<file path="config.mk">
export PLATFORM = sky130hd
export DESIGN_NAME = mv4_merge
export DESIGN_NICKNAME = d
export VERILOG_FILES = /design/src/rtl/mv4_pkg.sv /design/src/rtl/mv4_merge.sv
export SDC_FILE = /design/constraint.sdc
export NUM_CORES = 1
export LEC_CHECK = 0
export ABC_CLOCK_PERIOD_IN_PS = 11850
export BUFFER_PORTS_ARGS = -buffer_cell sky130_fd_sc_hd__buf_2
export CORE_MARGIN = 5
export CORE_UTILIZATION = 44
export CTS_BUF_LIST = sky130_fd_sc_hd__clkbuf_4 sky130_fd_sc_hd__clkbuf_8 sky130_fd_sc_hd__clkbuf_16
export CTS_CLUSTER_DIAMETER = 60
export CTS_CLUSTER_SIZE = 10
export DETAILED_ROUTE_END_ITERATION = 7
export MAX_ROUTING_LAYER = met4
export PLACE_DENSITY = 0.91
export SLEW_MARGIN = 20
export SYNTH_ARGS = -nofsm -noshare
export SYNTH_HDL_FRONTEND = slang
export SYNTH_SLANG_ARGS = --single-unit
export TNS_END_PERCENT = 20
</file>
<file path="constraint.sdc">
create_clock -name clk -period 11.85 [get_ports clk]
set_input_delay 3.555 -clock clk [delete_from_list [all_inputs] [get_ports clk]]
set_output_delay 3.555 -clock clk [all_outputs]
set_load 0.03 [all_outputs]
</file>
<file path="src/rtl/mv4_pkg.sv">
// mv4_pkg: shared constants, opcode codes and pipeline control type
// for the 4x4 matrix-vector transform; no dependencies
package mv4_pkg;

    localparam int FRAC_BITS_DEF = 16;
    localparam int VEC_N         = 4;
    localparam int ELEM_W        = 32;
    localparam int MAT_N         = VEC_N * VEC_N;
    localparam int CFG_IDX_W     = 3;
    localparam int CFG_DATA_W    = 2 * ELEM_W;
    localparam int PROD_W        = 2 * ELEM_W;
    localparam int SUM_W         = PROD_W + 2;
    localparam int VEC_DATA_W    = VEC_N * ELEM_W;

    typedef enum logic
    {
        OP_MAT_VEC = 1'b0,
        OP_VEC_MAT = 1'b1
    } op_t;

    // stage load enables handed from the top level to every lane
    typedef struct packed
    {
        logic prod_en;
        logic sum_en;
        logic sat_en;
    } pipe_ctrl_t;

endpackage

</file>
<file path="src/rtl/mv4_merge.sv">
// mv4_merge: output register that packs the four lane results and merges
// their saturation flags; depends on mv4_pkg
module mv4_merge (
    input  logic                                clk,
    input  logic                                rst_n,
    input  logic                                in_valid,
    input  logic signed [mv4_pkg::ELEM_W-1:0]   lane_result [mv4_pkg::VEC_N],
    input  logic [mv4_pkg::VEC_N-1:0]           lane_sat,
    output logic                                load_en,
    output logic                                m_tvalid,
    input  logic                                m_tready,
    output logic [mv4_pkg::VEC_DATA_W-1:0]      m_tdata,
    output logic [0:0]                          m_tuser
);

    logic                               valid_reg;
    logic                               valid_next;
    logic [mv4_pkg::VEC_DATA_W-1:0]     data_reg;
    logic [mv4_pkg::VEC_DATA_W-1:0]     data_next;
    logic                               sat_reg;

    assign load_en    = !valid_reg || m_tready;
    assign valid_next = load_en ? in_valid : valid_reg;

    always_comb
    begin
        for (int i = 0; i < mv4_pkg::VEC_N; i++)
        begin
            data_next[i*mv4_pkg::ELEM_W +: mv4_pkg::ELEM_W] = lane_result[i];
        end
    end

    always_ff @(posedge clk or negedge rst_n)
    begin
        if (!rst_n)
        begin
            valid_reg <= 1'b0;
        end
        else
        begin
            valid_reg <= valid_next;
        end
    end

    always_ff @(posedge clk)
    begin
        if (load_en)
        begin
            data_reg <= data_next;
            sat_reg  <= |lane_sat;
        end
    end

    assign m_tvalid   = valid_reg;
    assign m_tdata    = data_reg;
    assign m_tuser[0] = sat_reg;

endmodule

</file>
==> results of run 1 <==
==> cell usage after synthesis (all sizes together) <==
master	count
dfrtp	1
edfxtp	129
nand2b	2
or4	1
==> cell type report <==
type                    count  area, um2  area share (%)
multi-input cells           3       27.5           0.466
diodes                      1       2.50          0.0424
well taps                 108        135            2.29
flip-flops and latches    130       3900            66.0
repair buffers            267       1340            22.7
clock buffers              20        437            7.39
clock inverters            11       67.6            1.14
==> cell families after synthesis <==
logic type / synth area share, %
and+or+nand+nor: 0.511
DFF: 99.5
==> power by group <==
group	switching, mW	internal [mW]
registers	0.00822	0.545
clock network	0.173	0.260
logic	0.0944	0.0366
==> layer usage <==
layer	share of wire (%)	up-vias
li1	-	1117
met2	54	169
met4	1.2	0
met3	12	12
met1	33	1182
met5	0	-
==> worst min-delay path, stage by stage, from the launching register on <==
cell and delay, ps:
dfrtp_1 380, nand2b_4 420, nand2b_1 220
==> stage by stage <==
stage	hold WS (ps)	std cells
final	1050	540
after global routing	1170	540
after CTS	1090	539
after detailed placement	1080	508
after global placement	1030	508
after floorplan	3260	133
==> state kept, by name, summed over array words and instances (netlist names) <==
signal	count
m_tdata	128
m_tuser	1
m_tvalid	1
==> worst max-delay path by stage <==
| stage | start | end | slack (ps) | cells past startpoint |
|---|---|---|---|---|
| floorplan | m_tready | load_en | 1400 | 1 |
| global placement | m_tready | load_en | 3730 | 3 |
| detailed placement | m_tready | load_en | 3670 | 3 |
| CTS | m_tready | load_en | 3680 | 3 |
| global route | m_tready | load_en | 3620 | 3 |
| finish | m_tready | load_en | 3710 | 3 |
==> out/results.ini, run 1 <==
[worst_setup_path]
arrival_ps=4580
path_class=input pin to output pin
cp_common_cell=buf_2
cp-end-kind=output pin
cp-start-kind=input pin
max_stage_delay_ps=610
crit_chain=buf_2, nand2b_4, buf_2
cp_max_fo=60
crit_slowest_cell=nand2b_4
r2r_end=m_tdata[44]
path_delay_family=simple AND/OR/NAND/NOR gates
r2r_cells=2
regToRegSetupSlack_ps=9600
r2r-start=m_tvalid
required_ps=8300
crit_buf_inv=2

[grt]
gr-total-overflow=0
use_met1_pct=17.8
grt_max_degree=73
grt_pass1_wl_mm=14.7
top_usage_layer=met2
use_met2_pct=32.2
met3_usage_pct=9.12
grt_pass1_vias=2741
antenna_found_initial=1
track_usage_pct=18.3

[timing]
fin_ws_ps=3710
max_freq_ghz=0.123
fin_tns_setup_ps=0
min_period_ps=8140
rsz0062_at_grt=false
hold_viol=0
clock_skew_ps=8.17
tightest_slew_ps=871
min_period_over_period_pct=68.7
slew_violations=0
relSlewSlack_pct=41.9
setup_viol=0

[clock_tree]
h-tree-depth=4
worstSkewPairLatency_ps=480
clk_pin_slew_ps=60
cts_tree=yes
cts_buffers=17
postCtsSetupRepairBufs=0
clockBufferDepth=2
postCtsHoldBufs=0
clockRootBuffer=clkbuf_8
cts_resized=0
clock-sinks=130

[route]
ant_nets=0
drc=0
num_vias=2480
drtIter0Drc=124
first_pass_iters=4
wl_per_cell_um=18.4
wl_mm=9.94
viasPerCell=4.59

[min_path]
hold_class=flip-flop to flip-flop
hp-start=m_tvalid
hold_depth=2
hold_end=m_tvalid

[floorplan]
rows=34
die_h_um=104
core_area_um2=8720
start_util_pct=44.9
die_area_um2=10900
pin_count=267
dieWidth_um=104

[run_status]
status=finished, final reports clean

[pwr]
ir_worst_vdd_uv=145
powerDensity_nw_per_um2=189
p_total_mw=1.12
p_leak_nw=2.62

[placement]
placed_area_um2=5400
portBuffers=266
gp_congestion=0.741
hpwlAfterDp_mm=7.75
place_ws_ps=3670

[cells_and_area]
final_area_um2=5910
area.growth.synth_to_final_pct=50.7
fillCellCount=592
final_cell_mix=buf_2 (266), edfxtp_1 (129), clkbuf_16 (16)
final_common_cell=buf_2
postLayoutCoreUtil_pct=67.7
nets=555
final_layout_size_suffix_gt1_share_pct=69.4

[logic_synthesis]
ys_seq_area_share_pct=99.5
synthCells=133
synth_warnings=0
synth_top_area_share_pct=98.9
synth_nets=269
synth.avg_cell_area_um2=29.5
synth-seq-cells=130
ys_types=4
synth.area.top_cells=edfxtp_1 (99%), dfrtp_1 (0.64%), nand2b_1 (0.32%)
synth_top_area_cell=edfxtp_1
syn-cell-area_um2=3920

[job]
drv_cap=0

Power figures use the tool's default switching activity.
==> run 2: changes to the inputs <==
ABC_CLOCK_PERIOD_IN_PS = 7500   (was 11850)
CORE_UTILIZATION = 41   (was 44)
PLACE_DENSITY = 0.86   (was 0.91)
clock period = 7.5 ns   (was 11.85 ns; I/O delays follow)
==> run 2 against run 1 <==
  * Largest cell class unchanged
  * Sequential share of layout area is 1.3 points lower
  * Design area rose by 2.1%
  * Total power grew 71%
  * Critical path depth stayed put
  * Highest routed layer unchanged
  * Count of clock-buffer cells in the layout fell by 3
  * First-iteration DRC count decreased by 26%
  * Wire length down 1.7%
  * Sequential power increased by 58%
  * Cell count increased by 3.5%
  * Utilization is 2.8 points lower
  * Die area grew 6.6%
  * Combinational power up 58%
==> out/results.ini, run 2 (synthesis results as in run 1) <==
[clock_tree]
clock-sinks=130
clockRootBuffer=clkbuf_8
cts_resized=0
postCtsHoldBufs=0
h-tree-depth=4
cts_buffers=17
cts_tree=yes
clk_pin_slew_ps=60
worstSkewPairLatency_ps=490
clockBufferDepth=2
postCtsSetupRepairBufs=0

[timing]
rsz0062_at_grt=false
hold_viol=0
fin_ws_ps=1970
holdWs_ps=1150
max_freq_ghz=0.181
tightest_slew_ps=893
clock_skew_ps=9.37
setup_viol=0
slew_violations=0
fin_tns_setup_ps=0
min_period_ps=5530
min_period_over_period_pct=73.8
relSlewSlack_pct=40.5

[placement]
gp_congestion=0.704
portBuffers=266
place_ws_ps=1930

[cells_and_area]
nets=555
area.growth.synth_to_final_pct=53.9
largest_reg_flops=128
postLayoutCoreUtil_pct=64.9
final_cell_mix=buf_2 (266), edfxtp_1 (129), clkbuf_16 (16)
antenna_cells=0
final_common_cell=buf_2
final_layout_size_suffix_gt1_share_pct=69.1

[route]
ant_nets=0
drtIter0Drc=92
viasPerCell=4.42
num_vias=2468
first_pass_iters=4
wl_mm=9.77
wl_per_cell_um=17.5
drc=0

[grt]
use_met1_pct=16.7
grt_pass1_wl_mm=14.0
grt_pass1_vias=2730
gr-total-overflow=0
track_usage_pct=17.0
met3_usage_pct=7.44
antenna_found_initial=0
top_usage_layer=met2
grt_max_degree=75
use_met2_pct=29.4

[floorplan]
rows=35
pin_count=267
die_h_um=108
die_area_um2=11600
dieWidth_um=108
core_area_um2=9280
start_util_pct=42.2

[worst_setup_path]
r2r_cells=2
required_ps=5250
cp-start-kind=input pin
cp_max_fo=58
arrival_ps=3280
cp-end-kind=output pin
path_class=input pin to output pin

[job]
drv_cap=0

[pwr]
p_leak_nw=2.65
ir_worst_vdd_uv=197
p_total_mw=1.91
powerDensity_nw_per_um2=316

[min_path]
hold_class=flip-flop to flip-flop
hold_depth=1

[run_status]
status=finished, final reports clean

==> run 2: changes by cell type in the layout (fill, tap and decap cells not counted), sizes merged <==
cell,change
clkbuf,-3
diode,-1
bufinv,+4
clkinvlp,+2
clkinv,-4
==> run 2: cell type report <==
class	count	area [um2]
tap	129	161
clock inverter	13	189
multi-input combinational	3	27.5
timing repair buffer	267	1340
clock buffer	17	414
sequential	130	3900
fill	688	3250
==> run 2: worst max-delay path: stages <==
cell and delay (ps):
buf_2 80, nand2b_4 610, buf_2 330
==> run 2: metal layers <==
| layer | vias up | wire [um] |
|---|---|---|
| li1 | 1117 | - |
| met1 | 1159 | 3320 |
| met2 | 179 | 5170 |
| met3 | 13 | 1100 |
| met4 | 0 | 179 |
| met5 | - | 0 |
==> run 2: worst paths after layout <==
| check | start | to | slack, ps |
|---|---|---|---|
| min in group asynchronous | rst_n | m_tvalid | 1520 |
| max reg2reg | m_tvalid | m_tdata[78] | 5270 |
| min | m_tvalid | m_tdata[112] | 1150 |
| min reg2reg | m_tvalid | m_tdata[112] | 1150 |
| max | m_tready | load_en | 1970 |
| max in group asynchronous | rst_n | m_tvalid | 5900 |
==> run 2: through the flow <==
stage | std cells | instance area [um2]
finish | 559 | 6030
global route | 559 | 6030
CTS | 559 | 6030
detailed placement | 529 | 5430
global placement | 529 | 5430
floorplan | 133 | 3920
==> run 2: report_power, final <==
part	total, mW	internal [mW]	leakage, nW	switching [mW]
clock	0.827	0.536	0.280	0.290
combinational	0.207	0.0578	1.06	0.149
sequential	0.872	0.860	1.31	0.0119
total	1.91	1.45	2.65	0.452
==> run 3: changes to the inputs <==
ABC_CLOCK_PERIOD_IN_PS = 5100   (was 7500)
clock period = 5.1 ns   (was 7.5 ns; I/O delays follow)
==> run 3 against run 2 <==
  * Cell count up 0.54%
  * Sequential power up 47%
  * Worst hold slack worse by 340 ps
  * Clock power is 40% higher
  * Via count shrank 1.5%
  * Total power rose by 44%
  * First-iteration DRC count grew 59%
  * Critical endpoint unchanged
  * Register-to-register slack got worse by 2500 ps
  * Utilization down 0.22 points
  * Design area decreased by 0.33%
  * Die area is the same
  * Clock skew is essentially flat
==> out/results.ini, run 3 (synthesis results as in run 1) <==
[clock_tree]
cts_tree=yes
postCtsHoldBufs=0
clockRootBuffer=clkbuf_8
postCtsSetupRepairBufs=0
cts_resized=0
clock-sinks=130
h-tree-depth=4
worstSkewPairLatency_ps=480
clockBufferDepth=2
clk_pin_slew_ps=60
cts_buffers=17

[pwr]
p_leak_nw=2.65
powerDensity_nw_per_um2=457
ir_worst_vdd_uv=306

[timing]
fin_ws_ps=1630
setup_viol=0
clock_skew_ps=9.18
min_period_over_period_pct=68.1
fin_tns_setup_ps=0
max_freq_ghz=0.288
hold_viol=0
rsz0062_at_grt=false
slew_violations=0
tightest_slew_ps=832
min_period_ps=3470
relSlewSlack_pct=44.6

[grt]
grt_max_degree=69
gr-total-overflow=0
antenna_found_initial=0
track_usage_pct=16.8
grt_pass1_wl_mm=13.9
grt_pass1_vias=2705

[route]
drc=0
ant_nets=0
first_pass_iters=4
drtIter0Drc=146
wl_per_cell_um=17.4
num_vias=2430
viasPerCell=4.32
wl_mm=9.78

[worst_setup_path]
cp_max_fo=2
cp-start-kind=input pin
required_ps=3570
path_class=input pin to output pin
cp-end-kind=output pin
arrival_ps=1940

[floorplan]
core_area_um2=9280
die_area_um2=11600
die_h_um=108
start_util_pct=42.2
pin_count=267
rows=35
dieWidth_um=108

[placement]
hpwlAfterDp_mm=7.42
place_ws_ps=1520
gp_congestion=0.723
portBuffers=266

[cells_and_area]
fillCellCount=682
final_common_cell=buf_2
nets=556
final_cell_mix=buf_2 (266), edfxtp_1 (129), clkbuf_16 (16)
antenna_cells=0
largest_reg_flops=128
area.growth.synth_to_final_pct=53.4
final_layout_size_suffix_gt1_share_pct=69.5

[job]
drv_cap=0

[run_status]
status=finished, final reports clean

[min_path]
hold_class=input pin to async pin

run 3: cell types whose count changed in the layout (fill, tap and decap cells not counted):
cell,change
buf_4,+1
bufinv_16,-2
clkbuf_4,+1
clkinv_1,-1
clkinv_2,+2
clkinv_4,-2
clkinvlp_4,-1
inv_6,+5
run 3: metrics by stage:
stage | total power [mW] | hold slack [ps] | instance area, um2 | instances | util, %
after global routing | 2.85 | 764 | 6010 | 562 | 64.7
after detailed placement | 1.61 | 1030 | 5430 | 530 | 58.5
after CTS | 2.77 | 778 | 6010 | 562 | 64.7
after global placement | 1.60 | 1000 | 5430 | 530 | 58.5
final | 2.75 | 808 | 6010 | 562 | 64.7
after floorplan | 1.49 | 1230 | 3920 | 133 | -
run 3: path summary, 6_finish.rpt:
kind                            depth (start not counted)           end      from  slack, ps
worst min-delay path                                    1      m_tvalid     rst_n        810
worst max register to register                          3  m_tdata[113]  m_tvalid       2740
worst max-delay path                                    3       load_en  m_tready       1630
min in group clk                                        3      m_tvalid  m_tvalid       1040
worst min register to register                          3      m_tvalid  m_tvalid       1040
max in group asynchronous                               1      m_tvalid     rst_n       4210
run 3: layout make-up:
type | instances | area [um2] | area share, %
multi-input combinational | 3 | 27.5 | 0.458
sequential | 130 | 3900 | 64.9
clock buffer | 18 | 422 | 7.02
tap | 129 | 161 | 2.69
timing repair buffer | 268 | 1350 | 22.4
clock inverter | 14 | 154 | 2.56
run 3: routing by layer:
layer / track usage [%] / wire, um
met5: - / 0
met4: 5.14 / 46
met3: 7.02 / 987
met2: 29.8 / 5290
met1: 16.9 / 3460
run 3: critical path: stages:
cell	delay, ps
buf_2	100
nand2b_4	140
buf_2	180
run 3: power breakdown:
group | internal, mW | switching [mW]
Combinational | 0.0856 | 0.220
Sequential | 1.26 | 0.0175
Clock | 0.709 | 0.451
Total | 2.06 | 0.688
